File: config.mk
export PLATFORM = sky130hd
export DESIGN_NAME = delimiter_tokenizer_with_nested_escapes
export DESIGN_NICKNAME = d
export VERILOG_FILES = /design/src/dtne_pkg.sv /design/src/dtne_cfg.sv /design/src/dtne_core.sv /design/src/delimiter_tokenizer_with_nested_escapes.sv
export SDC_FILE = /design/constraint.sdc
export NUM_CORES = 1
export LEC_CHECK = 0
export ABC_AREA = 1
export BUFFER_PORTS_ARGS = -buffer_cell sky130_fd_sc_hd__buf_2
export CORE_ASPECT_RATIO = 0.7
export CORE_UTILIZATION = 55
export CTS_CLUSTER_DIAMETER = 120
export DETAILED_ROUTE_END_ITERATION = 6
export PLACE_DENSITY_LB_ADDON = 0.3
export SKIP_LAST_GASP = 1
export SLEW_MARGIN = 0
export SYNTH_ARGS = -nofsm -noshare
export SYNTH_HDL_FRONTEND = slang
export SYNTH_SLANG_ARGS = --single-unit
File: constraint.sdc
create_clock -name clk -period 9.36 [get_ports clk]
set_input_delay 0.468 -clock clk [delete_from_list [all_inputs] [get_ports clk]]
set_output_delay 0.468 -clock clk [all_outputs]
set_load 0.02 [all_outputs]
File: src/dtne_pkg.sv
// Shared types and constants for the delimiter tokenizer with nested escapes.
`timescale 1ns / 1ps
`default_nettype none

package dtne_pkg;

    localparam int STACK_DEPTH = 16;
    localparam int NUM_PAIRS   = 3;
    localparam int LEVEL_W     = $clog2(STACK_DEPTH + 1);
    localparam int IDX_W       = (STACK_DEPTH > 1) ? $clog2(STACK_DEPTH) : 1;
    localparam int ADDR_W      = 5;

    // Register indexes on the configuration port (byte address = 4 * index)
    localparam logic [2:0] REG_DELIMITER  = 3'd0;
    localparam logic [2:0] REG_PAIRS      = 3'd1;
    localparam logic [2:0] REG_OPEN_0     = 3'd2;
    localparam logic [2:0] REG_CLOSE_0    = 3'd3;
    localparam logic [2:0] REG_OPEN_1     = 3'd4;
    localparam logic [2:0] REG_CLOSE_1    = 3'd5;
    localparam logic [2:0] REG_OPEN_2     = 3'd6;
    localparam logic [2:0] REG_CLOSE_2    = 3'd7;

    localparam logic [7:0] DELIMITER_RESET = 8'd44;

    typedef struct packed {
        logic [7:0] char_in;
        logic       string_last;
    } in_item_t;

    typedef struct packed {
        logic [7:0] char_out;
        logic       in_token;
        logic       opens_token;
        logic       closes_previous;
        logic       ends_string;
        logic       stack_overflow;
    } out_item_t;

    typedef struct packed {
        logic [7:0]                 delimiter_byte;
        logic [1:0]                 pairs_in_use;
        logic [NUM_PAIRS-1:0][7:0]  open_byte;
        logic [NUM_PAIRS-1:0][7:0]  close_byte;
    } cfg_t;

endpackage

`default_nettype wire

File: src/dtne_cfg.sv
// Configuration register file behind the APB-style port.
`timescale 1ns / 1ps
`default_nettype none

module dtne_cfg (
    input  wire logic                       clk,
    input  wire logic                       rst_n,
    input  wire logic                       psel,
    input  wire logic                       penable,
    input  wire logic                       pwrite,
    input  wire logic [dtne_pkg::ADDR_W-1:0] paddr,
    input  wire logic [31:0]                pwdata,
    output logic [31:0]                     prdata,
    output logic                            pready,
    output dtne_pkg::cfg_t                  cfg
);

    dtne_pkg::cfg_t cfg_reg;
    logic [2:0]     reg_idx;
    logic           wr_en;

    assign reg_idx = paddr[4:2];
    assign wr_en   = psel && penable && pwrite;
    assign pready  = 1'b1;
    assign cfg     = cfg_reg;

    always_ff @(posedge clk or negedge rst_n)
    begin
        if (!rst_n)
        begin
            cfg_reg <= '{delimiter_byte: dtne_pkg::DELIMITER_RESET,
                         pairs_in_use:   2'd0,
                         open_byte:      '0,
                         close_byte:     '0};
        end
        else if (wr_en)
        begin
            unique case (reg_idx)
                dtne_pkg::REG_DELIMITER: cfg_reg.delimiter_byte <= pwdata[7:0];
                dtne_pkg::REG_PAIRS:     cfg_reg.pairs_in_use   <= pwdata[1:0];
                dtne_pkg::REG_OPEN_0:    cfg_reg.open_byte[0]   <= pwdata[7:0];
                dtne_pkg::REG_CLOSE_0:   cfg_reg.close_byte[0]  <= pwdata[7:0];
                dtne_pkg::REG_OPEN_1:    cfg_reg.open_byte[1]   <= pwdata[7:0];
                dtne_pkg::REG_CLOSE_1:   cfg_reg.close_byte[1]  <= pwdata[7:0];
                dtne_pkg::REG_OPEN_2:    cfg_reg.open_byte[2]   <= pwdata[7:0];
                dtne_pkg::REG_CLOSE_2:   cfg_reg.close_byte[2]  <= pwdata[7:0];
                default: ;
            endcase
        end
    end

    always_comb
    begin
        unique case (reg_idx)
            dtne_pkg::REG_DELIMITER: prdata = {24'd0, cfg_reg.delimiter_byte};
            dtne_pkg::REG_PAIRS:     prdata = {30'd0, cfg_reg.pairs_in_use};
            dtne_pkg::REG_OPEN_0:    prdata = {24'd0, cfg_reg.open_byte[0]};
            dtne_pkg::REG_CLOSE_0:   prdata = {24'd0, cfg_reg.close_byte[0]};
            dtne_pkg::REG_OPEN_1:    prdata = {24'd0, cfg_reg.open_byte[1]};
            dtne_pkg::REG_CLOSE_1:   prdata = {24'd0, cfg_reg.close_byte[1]};
            dtne_pkg::REG_OPEN_2:    prdata = {24'd0, cfg_reg.open_byte[2]};
            dtne_pkg::REG_CLOSE_2:   prdata = {24'd0, cfg_reg.close_byte[2]};
            default:                 prdata = 32'd0;
        endcase
    end

endmodule

`default_nettype wire

File: src/dtne_core.sv
// Per-byte tokenizer step: escape stack, stack level and token state.
`timescale 1ns / 1ps
`default_nettype none

module dtne_core (
    input  wire logic               clk,
    input  wire logic               rst_n,
    input  wire dtne_pkg::cfg_t     cfg,
    input  wire dtne_pkg::in_item_t item,
    input  wire logic               advance,
    output dtne_pkg::out_item_t     result
);

    logic [1:0]                     stack_reg [dtne_pkg::STACK_DEPTH];
    logic [dtne_pkg::LEVEL_W-1:0]   stack_level_reg;
    logic [dtne_pkg::LEVEL_W-1:0]   stack_level_next;
    logic                           token_open_reg;
    logic                           token_open_next;

    logic [dtne_pkg::IDX_W-1:0]     top_ptr;
    logic [dtne_pkg::IDX_W-1:0]     push_ptr;
    logic [1:0]                     top_pair;
    logic [7:0]                     top_open;
    logic                           escaped;
    logic                           is_tok;
    logic                           push;
    logic                           pop;
    logic                           ovf;
    logic                           done;
    logic [1:0]                     push_idx;

    assign top_ptr  = dtne_pkg::IDX_W'(stack_level_reg - 1'b1);
    assign push_ptr = dtne_pkg::IDX_W'(stack_level_reg);
    assign top_pair = stack_reg[top_ptr];
    assign escaped  = (stack_level_reg != '0);
    assign is_tok   = (item.char_in != cfg.delimiter_byte) || escaped;

    always_comb
    begin
        case (top_pair)
            2'd0:    top_open = cfg.open_byte[0];
            2'd1:    top_open = cfg.open_byte[1];
            2'd2:    top_open = cfg.open_byte[2];
            default: top_open = 8'd0;
        endcase
    end

    // Scan the pairs in use, lowest first; an opener or a popping closer stops the scan
    always_comb
    begin
        push     = 1'b0;
        pop      = 1'b0;
        ovf      = 1'b0;
        done     = 1'b0;
        push_idx = 2'd0;
        for (int i = 0; i < dtne_pkg::NUM_PAIRS; i++)
        begin
            if (is_tok && !done && (2'(i) < cfg.pairs_in_use))
            begin
                if (item.char_in == cfg.open_byte[i])
                begin
                    done = 1'b1;
                    if (stack_level_reg < dtne_pkg::LEVEL_W'(dtne_pkg::STACK_DEPTH))
                    begin
                        push     = 1'b1;
                        push_idx = 2'(i);
                    end
                    else
                    begin
                        ovf = 1'b1;
                    end
                end
                else if (item.char_in == cfg.close_byte[i] && escaped
                         && top_open == cfg.open_byte[i])
                begin
                    pop  = 1'b1;
                    done = 1'b1;
                end
            end
        end
    end

    always_comb
    begin
        if (item.string_last)
            stack_level_next = '0;
        else if (push)
            stack_level_next = stack_level_reg + 1'b1;
        else if (pop)
            stack_level_next = stack_level_reg - 1'b1;
        else
            stack_level_next = stack_level_reg;
        token_open_next = is_tok && !item.string_last;
    end

    always_comb
    begin
        result.char_out        = item.char_in;
        result.in_token        = is_tok;
        result.opens_token     = is_tok && !token_open_reg;
        result.closes_previous = !is_tok && token_open_reg;
        result.ends_string     = item.string_last;
        result.stack_overflow  = ovf;
    end

    always_ff @(posedge clk or negedge rst_n)
    begin
        if (!rst_n)
        begin
            stack_level_reg <= '0;
            token_open_reg  <= 1'b0;
        end
        else if (advance)
        begin
            stack_level_reg <= stack_level_next;
            token_open_reg  <= token_open_next;
        end
    end

    always_ff @(posedge clk)
    begin
        if (advance && push)
            stack_reg[push_ptr] <= push_idx;
    end

endmodule

`default_nettype wire

File: src/delimiter_tokenizer_with_nested_escapes.sv
// Top level: input register, tokenizer step and result register.
//
//  channel  | direction | handshake            | payload
//  ---------+-----------+----------------------+---------------------------
//  in       | in        | in_valid / in_stall  | in_data (char_in, string_last)
//  out      | out       | out_valid / out_stall| out_data (char, flags)
//  config   | in        | APB psel/penable     | paddr, pwdata, prdata
//
// One byte per cycle sustained while out_stall is low; each byte is captured in the
// input register, and its result is loaded into the result register when the input
// stage advances, from where it is presented on the output.
// The step logic reads the stack top combinationally and registers level and token
// state as each byte advances, so consecutive bytes flow without bubbles.
// Reset clears stack level, token state, valid flags and config, not stack or data.
// out_stall holds the result register and, once the input register is full, the input.
`timescale 1ns / 1ps
`default_nettype none

module delimiter_tokenizer_with_nested_escapes (
    input  wire logic                        clk,
    input  wire logic                        rst_n,
    input  wire logic                        in_valid,
    output logic                             in_stall,
    input  wire dtne_pkg::in_item_t          in_data,
    output logic                             out_valid,
    input  wire logic                        out_stall,
    output dtne_pkg::out_item_t              out_data,
    input  wire logic                        psel,
    input  wire logic                        penable,
    input  wire logic                        pwrite,
    input  wire logic [dtne_pkg::ADDR_W-1:0] paddr,
    input  wire logic [31:0]                 pwdata,
    output logic [31:0]                      prdata,
    output logic                             pready
);

    dtne_pkg::cfg_t         cfg;
    dtne_pkg::in_item_t     s1_item_reg;
    logic                   s1_valid_reg;
    dtne_pkg::out_item_t    out_item_reg;
    logic                   out_valid_reg;
    dtne_pkg::out_item_t    step_result;
    logic                   s1_adv;
    logic                   in_take;

    dtne_cfg u_cfg (
        .clk     (clk),
        .rst_n   (rst_n),
        .psel    (psel),
        .penable (penable),
        .pwrite  (pwrite),
        .paddr   (paddr),
        .pwdata  (pwdata),
        .prdata  (prdata),
        .pready  (pready),
        .cfg     (cfg)
    );

    dtne_core u_core (
        .clk     (clk),
        .rst_n   (rst_n),
        .cfg     (cfg),
        .item    (s1_item_reg),
        .advance (s1_adv),
        .result  (step_result)
    );

    // Advance the input stage when the result register is free or being drained
    assign s1_adv    = s1_valid_reg && (!out_valid_reg || !out_stall);
    assign in_stall  = s1_valid_reg && !s1_adv;
    assign in_take   = in_valid && !in_stall;
    assign out_valid = out_valid_reg;
    assign out_data  = out_item_reg;

    always_ff @(posedge clk or negedge rst_n)
    begin
        if (!rst_n)
        begin
            s1_valid_reg  <= 1'b0;
            out_valid_reg <= 1'b0;
        end
        else
        begin
            if (in_take)
                s1_valid_reg <= 1'b1;
            else if (s1_adv)
                s1_valid_reg <= 1'b0;

            if (s1_adv)
                out_valid_reg <= 1'b1;
            else if (!out_stall)
                out_valid_reg <= 1'b0;
        end
    end

    always_ff @(posedge clk)
    begin
        if (in_take)
            s1_item_reg <= in_data;
        if (s1_adv)
            out_item_reg <= step_result;
    end

endmodule

`default_nettype wire
==> results of run 1 <==
[final cells by class]
cell class,instances,share of cell area (%)
Clock buffer,17,5.39
Clock inverter,15,2.14
Inverter,97,4.71
Multi-Input combinational cell,610,40.3
Sequential cell,120,41.5
Tap cell,162,2.57
Timing Repair Buffer,51,3.30
[through the flow]
step                      utilization, %  instances
after detailed placement            58.3       1040
after global routing                63.1       1072
after CTS                           63.1       1072
after global placement              58.3       1040
final                               63.1       1072
after floorplan                        -        877
[routing by layer]
| layer | vias to the layer above | track usage, % | wire length (µm) |
|---|---|---|---|
| met4 | 0 | 11.1 | 496 |
| met1 | 2804 | 46.3 | 8650 |
| met2 | 356 | 37.5 | 7270 |
| met3 | 50 | 7.62 | 2090 |
| met5 | - | 0 | 0 |
| li1 | 2877 | - | - |
[synthesized netlist by cell type, types with 3 or more instances]
cell type	number	share of area, %
nand3_1	60	4.2
xor2_1	34	4.2
inv_2	5	0.26
o21ai_0	67	4.7
a22oi_1	8	0.85
nand3_2	16	2.3
nand4_1	33	2.9
ha_1	4	0.70
xnor2_1	11	1.4
nor3_1	8	0.56
clkbuf_1	16	0.85
nand2_4	5	0.79
a211oi_1	7	0.74
a21oi_1	10	0.70
nand2_2	14	1.2
o22ai_1	8	0.70
buf_6	4	0.63
nand2_1	223	12
nor4_1	6	0.53
inv_1	89	4.7
dfstp_2	3	1.1
nor2_1	52	2.7
edfxtp_1	54	23
dfrtp_1	63	22
buf_4	26	2.7
[kinds of logic after synthesis]
logic type | Yosys count
fa+ha+maj | 4
simple gates | 429
xor+xnor | 45
other cells | 2
flops | 120
buf+inv | 147
compound gates | 107
[worst max-delay path by stage]
stage / startpoint / endpoint / slack [ns] / cells after the start
CTS: u_core.stack_level_reg[0] / u_core.stack_reg[12][0] / 4.48 / 24
detailed placement: u_core.stack_level_reg[0] / u_core.stack_reg[12][1] / 4.51 / 24
finish: u_core.stack_level_reg[0] / u_core.stack_reg[1][0] / 4.35 / 24
floorplan: u_core.stack_level_reg[0] / u_core.stack_reg[0][0] / 5.84 / 27
global route: u_core.stack_level_reg[0] / u_core.stack_reg[2][0] / 4.03 / 24
global placement: u_core.stack_level_reg[0] / u_core.stack_reg[14][0] / 4.52 / 24
[critical path, delay by kind of cell (launching register included)]
family	cells	cell delay, ns
AND/OR/NAND/NOR	20	2.70
flip-flops	1	0.87
adder cells (fa/ha/maj)	1	0.61
buffers and inverters	3	0.51
[power breakdown]
group | internal [W] | switching, W
registers | 0.000626 | 0.000109
logic | 0.000345 | 0.000778
clock network | 0.000398 | 0.000266
==> metrics.txt, run 1 <==
cells after synthesis=854; outcome=complete, but fails checks; Cell Pwr Density=320 mW/mm²; Longest Clk Path Bufs=2; Mapped Area=0.00710 mm²; Synth async-reset ratio=55.0%; Hold WC Path Type=in -> async; die extent in x=138 µm; worst vdd ir=0.191 mV; grt ovf=0; RR Endpoint=u_core.stack_reg[1][0]; Critical Path End Type=flop; core area=0.0125 mm²; IO Pins=101; Crit path arrival time=5.13 ns; overall power=0.00252 W; maxcap violations=0; WP data required=9.48 ns; RSZ-0062 raised after global routing=no; Ys Warns=0; Crit Path Class=reg -> reg; IO buf count=49; Period minus WS final=5.01 ns; vias per cell=5.68; Post-DP HPWL=13.2 mm; Critical Path Most Common Cell=nand2_1; setup tns final=0 ns; final-layout fill cell count=1049; post-CTS setup buffer count=0; Rows=34; fin area=0.00789 mm²; largest family of logic cells by synthesized area=simple AND/OR/NAND/NOR gates; layout cells sized above 1=15.1%; Cell Area, Placed=0.00729 mm²; Vias=6087; register area=0.00328 mm²; setup violators final=0; post-synthesis simple-gate area fraction=28.8%; CTS sink cnt=120; commonest non-fill, non-tap cell in the layout=nand2_1; CTS buffer count=17; drt first pass iters=7; clock skew=0.00417 ns; Place WS=4.51 ns; first-pass GRT wire length=28.9 mm; drt first-iter violations=750; Ant. Diodes=0; DRT Wirelength=18.5 mm; post-synthesis mux area share=0%; Hold Slack=0.216 ns; maximum clock rate=200 MHz; most frequent cells in the layout=223 x nand2_1, 89 x inv_1, 67 x o21ai_0; Unique masters post-synth=45; Worst R2R Start=u_core.stack_level_reg[0]; EDFF count, synth=54; GPL Wtd Cong=0.892; Slew headroom=24.3%; number of global-route vias before repair=5455; Detail Route Antenna Nets=0; leak pwr=3.62 nW; CTS tree=yes; wire per inst=17.3 µm; flops & latches, synth=120; CTS resizes=0; CTS clk-pin slew, worst paths=0.06 ns; post-synthesis sequential area ratio=46.2%; failing checks=DRC; Total Die Area=0.0134 mm²; Hold Vio Cnt, Final=0; antenna violations before repair=0; syn avg cell area=8.31 µm²; Worst Reg-to-Reg Cells=24; Startpoint Class=flop; drc violations=1; Nets=954; die extent in y=97.1 µm; Post-synth top flop=dfrtp_1; CP Max Fanout=21; H-tree depth=4; crit-path cells=inv_4 -> ha_1 -> inv_2 -> nand3_1 -> nand3_1 -> nand3_2 -> nand2_4 -> nor2_4 -> nand2_1 -> nand3_1 -> nand2_1 -> nand2_1 -> nor2_1 -> nand2_1 -> nor2_2 -> nor2_4 -> nand2_2 -> inv_2 -> nand2_2 -> nand2_4 -> nand2_4 -> nor3_4 -> nand2_2 -> nor2_1; Starting Density=56.8%; slack of the worst reg-to-reg path=4.35 ns; number of flip-flops in the largest register=58; Crit-path slowest cell=dfrtp_1; Worst path max stage delay=0.87 ns; clk_lat worst skew=0.42 ns; largest net degree at the start of global routing=67; Compound-Gate Fraction of Synth Area=8.46%; hold_buf cts=0; Final period util=53.5%; root buffer cell=clkbuf_16; post-synthesis adder-cell area fraction=0.705%; xor-xnor portion of the synthesized cell area=5.55%; Total GRT Usage=29.3%; fin. max-slew vios=0; Multi-input gate area=0.00318 mm²; Setup WS post-layout=4.35 ns; Worst-Margin Slew=1.13 ns; P&R area growth vs syn=11.1%
Note: power is estimated with default switching activity, not from simulation.
==> run 2: changes to the inputs <==
- CORE_UTILIZATION: 55 -> 53
- clock period: 9.36 -> 4.4 ns (I/O delays scaled with it)
==> metrics.txt, run 2 (synthesis results as in run 1) <==
clock skew=0.00987 ns; leak pwr=3.71 nW; Cell Area, Placed=0.00735 mm²; GR Util met3=8.70%; Total Die Area=0.0139 mm²; switch share=44.6%; DRT Wirelength=18.5 mm; Vias=6112; IO buf count=49; Nets=970; outcome=finished clean; root buffer cell=clkbuf_16; Crit-path slowest cell=dfrtp_1; Worst-Margin Slew=1.08 ns; Total GRT Usage=28.1%; die extent in y=98.8 µm; Starting Density=55.8%; Internal Power=0.00308 W; Critical Path End Type=flop; Hold Vio Cnt, Final=0; vias per cell=5.62; Hold WC Path Type=in -> reg; Startpoint Class=flop; Comb power frac=45.6%; H-tree depth=4; WP data required=4.51 ns; IO Pins=101; met2 Usage GRT=39.0%; maxcap violations=0; drt first pass iters=5; commonest non-fill, non-tap cell in the layout=nand2_1; CP delay by family, top=simple AND/OR/NAND/NOR gates; layout cells sized above 1=15.6%; Place WS=0.385 ns; GR Util met1=41.8%; drt first-iter violations=644; Sw Pwr=0.00248 W; clk_lat worst skew=0.42 ns; Critical Path Most Common Cell=nand2_1; first-pass GRT wire length=29.1 mm; Reg power frac=27.6%; RSZ-0062 raised after global routing=no; final core utilization=63.5%; Post-DP HPWL=13.5 mm; Rows=34; Crit path arrival time=4.23 ns; grt ovf=0; post-CTS setup buffer count=0; P&R area growth vs syn=13.8%; drc violations=0; Ant. Diodes=0; core area=0.0127 mm²; antenna violations before repair=0; Crit Path Class=reg -> reg; critical path buffer and inverter count=4; number of flip-flops in the largest register=58; CP Max Fanout=9; final-layout fill cell count=1055; CTS sink cnt=120; slack of the worst reg-to-reg path=0.28 ns; busiest metal layer after global routing=met1; Clk pwr share=26.8%; setup tns final=0 ns; worst vdd ir=0.441 mV; CTS buffer count=17; GPL Wtd Cong=0.944; die extent in x=140 µm; Cell Pwr Density=689 mW/mm²; Setup WS post-layout=0.284 ns; number of global-route vias before repair=5441; CTS clk-pin slew, worst paths=0.06 ns; maximum clock rate=243 MHz; Period minus WS final=4.12 ns; fin area=0.00808 mm²; Detail Route Antenna Nets=0; Final period util=93.5%; CTS tree=yes; most frequent cells in the layout=223 x nand2_1, 89 x inv_1, 67 x o21ai_0; Longest Clk Path Bufs=2; fin. max-slew vios=0; wire per inst=17.0 µm; largest net degree at the start of global routing=42; Worst path max stage delay=0.38 ns; setup violators final=0; Slew headroom=27.7%
run 2: changes by cell type in the layout (fill, tap and decap cells not counted):
cell and change:
dlygate4sd3_1 +10, buf_4 +5, clkinv_4 -3, clkinv_2 -2, inv_6 +2, inv_8 +2
buf_12 +1, bufinv_16 +1, nor2_1 -1, nor2_2 +1
run 2: power by group through the flow:
stage	Sequential (W)	Clock (W)	Combinational [W]
after global placement	0.00154	0	0.00244
final	0.00153	0.00149	0.00254
after global routing	0.00155	0.00154	0.00279
after CTS	0.00153	0.00150	0.00249
after floorplan	0.00148	0	0.00199
after detailed placement	0.00154	0	0.00246
run 2: worst register-to-register path: stages (launching register included):
cell and delay, ns:
dfrtp_1 0.38, inv_1 0.11, ha_1 0.27, inv_1 0.07
nand2_1 0.08, nand2_2 0.09, inv_1 0.17, nand3_1 0.17
nand3_2 0.19, nand2_4 0.13, nor2_4 0.23, nand2_1 0.13
nand3_1 0.14, nand2_1 0.08, nand2_1 0.06, nor2_1 0.04
nand2_1 0.12, nor2_2 0.09, nor2_4 0.13, nand2_2 0.10
inv_2 0.07, nand2_2 0.07, nand2_4 0.13, nand2_4 0.08
nor3_4 0.28, nand2_2 0.18, nor2_1 0.22
run 2: stage by stage:
| step | std cells | total power [W] | hold WS [ns] |
|---|---|---|---|
| 2_1_floorplan | 877 | 0.00348 | -0.0756 |
| 3_3_place_gp | 1046 | 0.00398 | 0.255 |
| 3_5_place_dp | 1046 | 0.00400 | 0.258 |
| 4_1_cts | 1088 | 0.00552 | 0.0209 |
| 5_1_grt | 1088 | 0.00588 | 0.0230 |
| 6_report | 1088 | 0.00557 | 0.0325 |
run 2: area by class of cell:
type / instances / area [µm²] / share of cell area (%)
multi-input cells: 610 / 3180 / 39.4
flip-flops and latches: 120 / 3280 / 40.5
inverters: 97 / 372 / 4.60
repair buffers: 67 / 418 / 5.17
well taps: 162 / 203 / 2.51
clock buffers: 17 / 425 / 5.26
clock inverters: 15 / 203 / 2.51
run 2: path summary, 6_finish.rpt:
check	from	endpoint	depth (start not counted)
setup / recovery	u_core.stack_level_reg[1]	u_core.stack_reg[14][1]	26
hold / removal	in_valid	s1_valid_reg	3
setup reg to reg	u_core.stack_level_reg[1]	u_core.stack_reg[14][1]	26
hold reg to reg	u_cfg.cfg[49]	u_cfg.cfg[49]	2
max in group asynchronous	rst_n	u_cfg.cfg[40]	3
min in group asynchronous	rst_n	u_cfg.cfg[7]	2
run 2: layer usage:
metal	wire, µm	vias to the layer above	part of all wire [%]
met1	8470	2808	46
met3	2280	26	12
li1	-	2912	-
met2	7470	366	40
met5	0	-	0
met4	265	0	1.4
run 2: what timing repair did:
action,4_1_cts,5_1_grt
hold endpoints to repair,34,0
hold buffers,10,0
resized for setup,0,1
setup endpoints to repair,0,1
==> run 3: changes to the inputs <==
- CORE_UTILIZATION: 53 -> 50
==> metrics.txt, run 3 (synthesis results as in run 1) <==
RSZ-0062 raised after global routing=no; Internal Power=0.00315 W; Post-DP HPWL=13.6 mm; IO buf count=49; Ant. Diodes=0; Total Die Area=0.0147 mm²; Starting Density=51.2%; CTS clk-pin slew, worst paths=0.05 ns; H-tree depth=4; die extent in y=102 µm; Min-Delay Startpoint=in_valid; maximum clock rate=248 MHz; Total GRT Usage=27.1%; GPL Wtd Cong=0.955; Worst-Margin Slew=1.07 ns; Worst Hold Depth=3; WP data required=4.51 ns; RR Endpoint=u_core.stack_reg[10][0]; Rows=36; CTS buffer count=17; Comb power frac=45.2%; commonest non-fill, non-tap cell in the layout=nand2_1; root buffer cell=clkbuf_16; Reg power frac=27.5%; largest net degree at the start of global routing=37; Detail Route Antenna Nets=0; CTS sink cnt=120; grt ovf=0; core area=0.0139 mm²; layout cells sized above 1=15.0%; Slew headroom=28.1%; drt first pass iters=5; dpl cells=1074; Critical Path End Type=flop; Multi-input gate area=0.00318 mm²; die extent in x=144 µm; clk_lat worst skew=0.42 ns; Vias=6052; drc violations=0; Cell Pwr Density=687 mW/mm²; hold_buf cts=10; CTS resizes=0; Hold WC Path Type=in -> reg; clock skew=0.0133 ns; Worst R2R Start=u_core.stack_level_reg[1]; first-pass GRT wire length=29.1 mm; Cell Area, Placed=0.00739 mm²; setup violators final=0; Non-Filler Instances=1116; Sw Pwr=0.00243 W; slack of the worst reg-to-reg path=0.36 ns; antenna violations before repair=0; fin area=0.00812 mm²; P&R area growth vs syn=14.4%; hold path endpoint=s1_valid_reg; drt first-iter violations=755; fin. max-slew vios=0; Nets=970; final-layout fill cell count=1217; Hold Vio Cnt, Final=0; wire per inst=16.8 µm; switch share=43.5%; number of flip-flops in the largest register=58; Startpoint Class=flop; maxcap violations=0; IO Pins=101; most frequent cells in the layout=223 x nand2_1, 89 x inv_1, 67 x o21ai_0; Worst Reg-to-Reg Cells=26; post-CTS setup buffer count=0; Period minus WS final=4.04 ns; CTS tree=yes; number of global-route vias before repair=5312; Clk pwr share=27.3%; Final period util=91.8%; vias per cell=5.42; Crit path arrival time=4.14 ns; Crit Path Class=reg -> reg; worst vdd ir=0.410 mV; DRT Wirelength=18.7 mm; setup tns final=0 ns; CP Max Fanout=11; register area=0.00328 mm²; outcome=finished clean; Longest Clk Path Bufs=2; leak pwr=3.71 nW
run 3: metal layers:
layer,vias to the layer above,global-route usage [%],routed length [µm]
met1,2810,43.1,9180
li1,2918,-,-
met2,298,35.1,7270
met4,0,8.02,348
met5,-,0,0
met3,26,7.04,1920
run 3: worst max-delay path by stage:
stage,cells after the start,to,slack [ns],start
global route,26,u_core.stack_reg[14][0],0.01,u_core.stack_level_reg[1]
floorplan,27,u_core.stack_reg[0][0],0.88,u_core.stack_level_reg[0]
finish,26,u_core.stack_reg[10][0],0.36,u_core.stack_level_reg[1]
global placement,26,u_core.stack_reg[14][1],0.51,u_core.stack_level_reg[1]
CTS,26,u_core.stack_reg[10][1],0.43,u_core.stack_level_reg[1]
detailed placement,26,u_core.stack_reg[10][1],0.46,u_core.stack_level_reg[1]
run 3: power groups by stage:
stage / Combinational (W) / Sequential, W / Clock, W
5_1_grt: 0.00280 / 0.00155 / 0.00158
3_3_place_gp: 0.00242 / 0.00154 / 0
3_5_place_dp: 0.00245 / 0.00154 / 0
4_1_cts: 0.00248 / 0.00152 / 0.00152
6_report: 0.00252 / 0.00153 / 0.00152
2_1_floorplan: 0.00199 / 0.00148 / 0
run 3: layout make-up:
type | instances | share of cell area (%)
Timing Repair Buffer | 67 | 5.15
Inverter | 97 | 4.58
Multi-Input combinational cell | 610 | 39.2
Sequential cell | 120 | 40.3
Clock inverter | 13 | 2.50
Tap cell | 190 | 2.93
Clock buffer | 19 | 5.33
run 3: through the flow:
stage	setup slack (ns)	util [%]	power, W	hold WS (ns)
after floorplan	0.878	-	0.00348	-0.0756
after global placement	0.506	53.2	0.00396	0.319
after detailed placement	0.464	53.2	0.00399	0.318
after CTS	0.425	58.5	0.00553	0.0239
after global routing	0.0104	58.5	0.00593	0.0368
final	0.362	58.5	0.00558	0.0317
run 3: worst max-delay path, stage by stage (launching register included):
cell,delay (ns)
dfrtp_1,0.38
inv_1,0.12
ha_1,0.25
inv_1,0.06
nand2_1,0.07
nand2_2,0.09
inv_1,0.16
nand3_1,0.15
nand3_2,0.18
nand2_4,0.17
nor2_4,0.25
nand2_1,0.14
nand3_1,0.15
nand2_1,0.07
nand2_1,0.07
nor2_1,0.04
nand2_1,0.11
nor2_2,0.08
nor2_4,0.13
nand2_2,0.09
inv_2,0.07
nand2_2,0.07
nand2_4,0.13
nand2_4,0.08
nor3_4,0.24
nand2_2,0.16
nor2_1,0.22
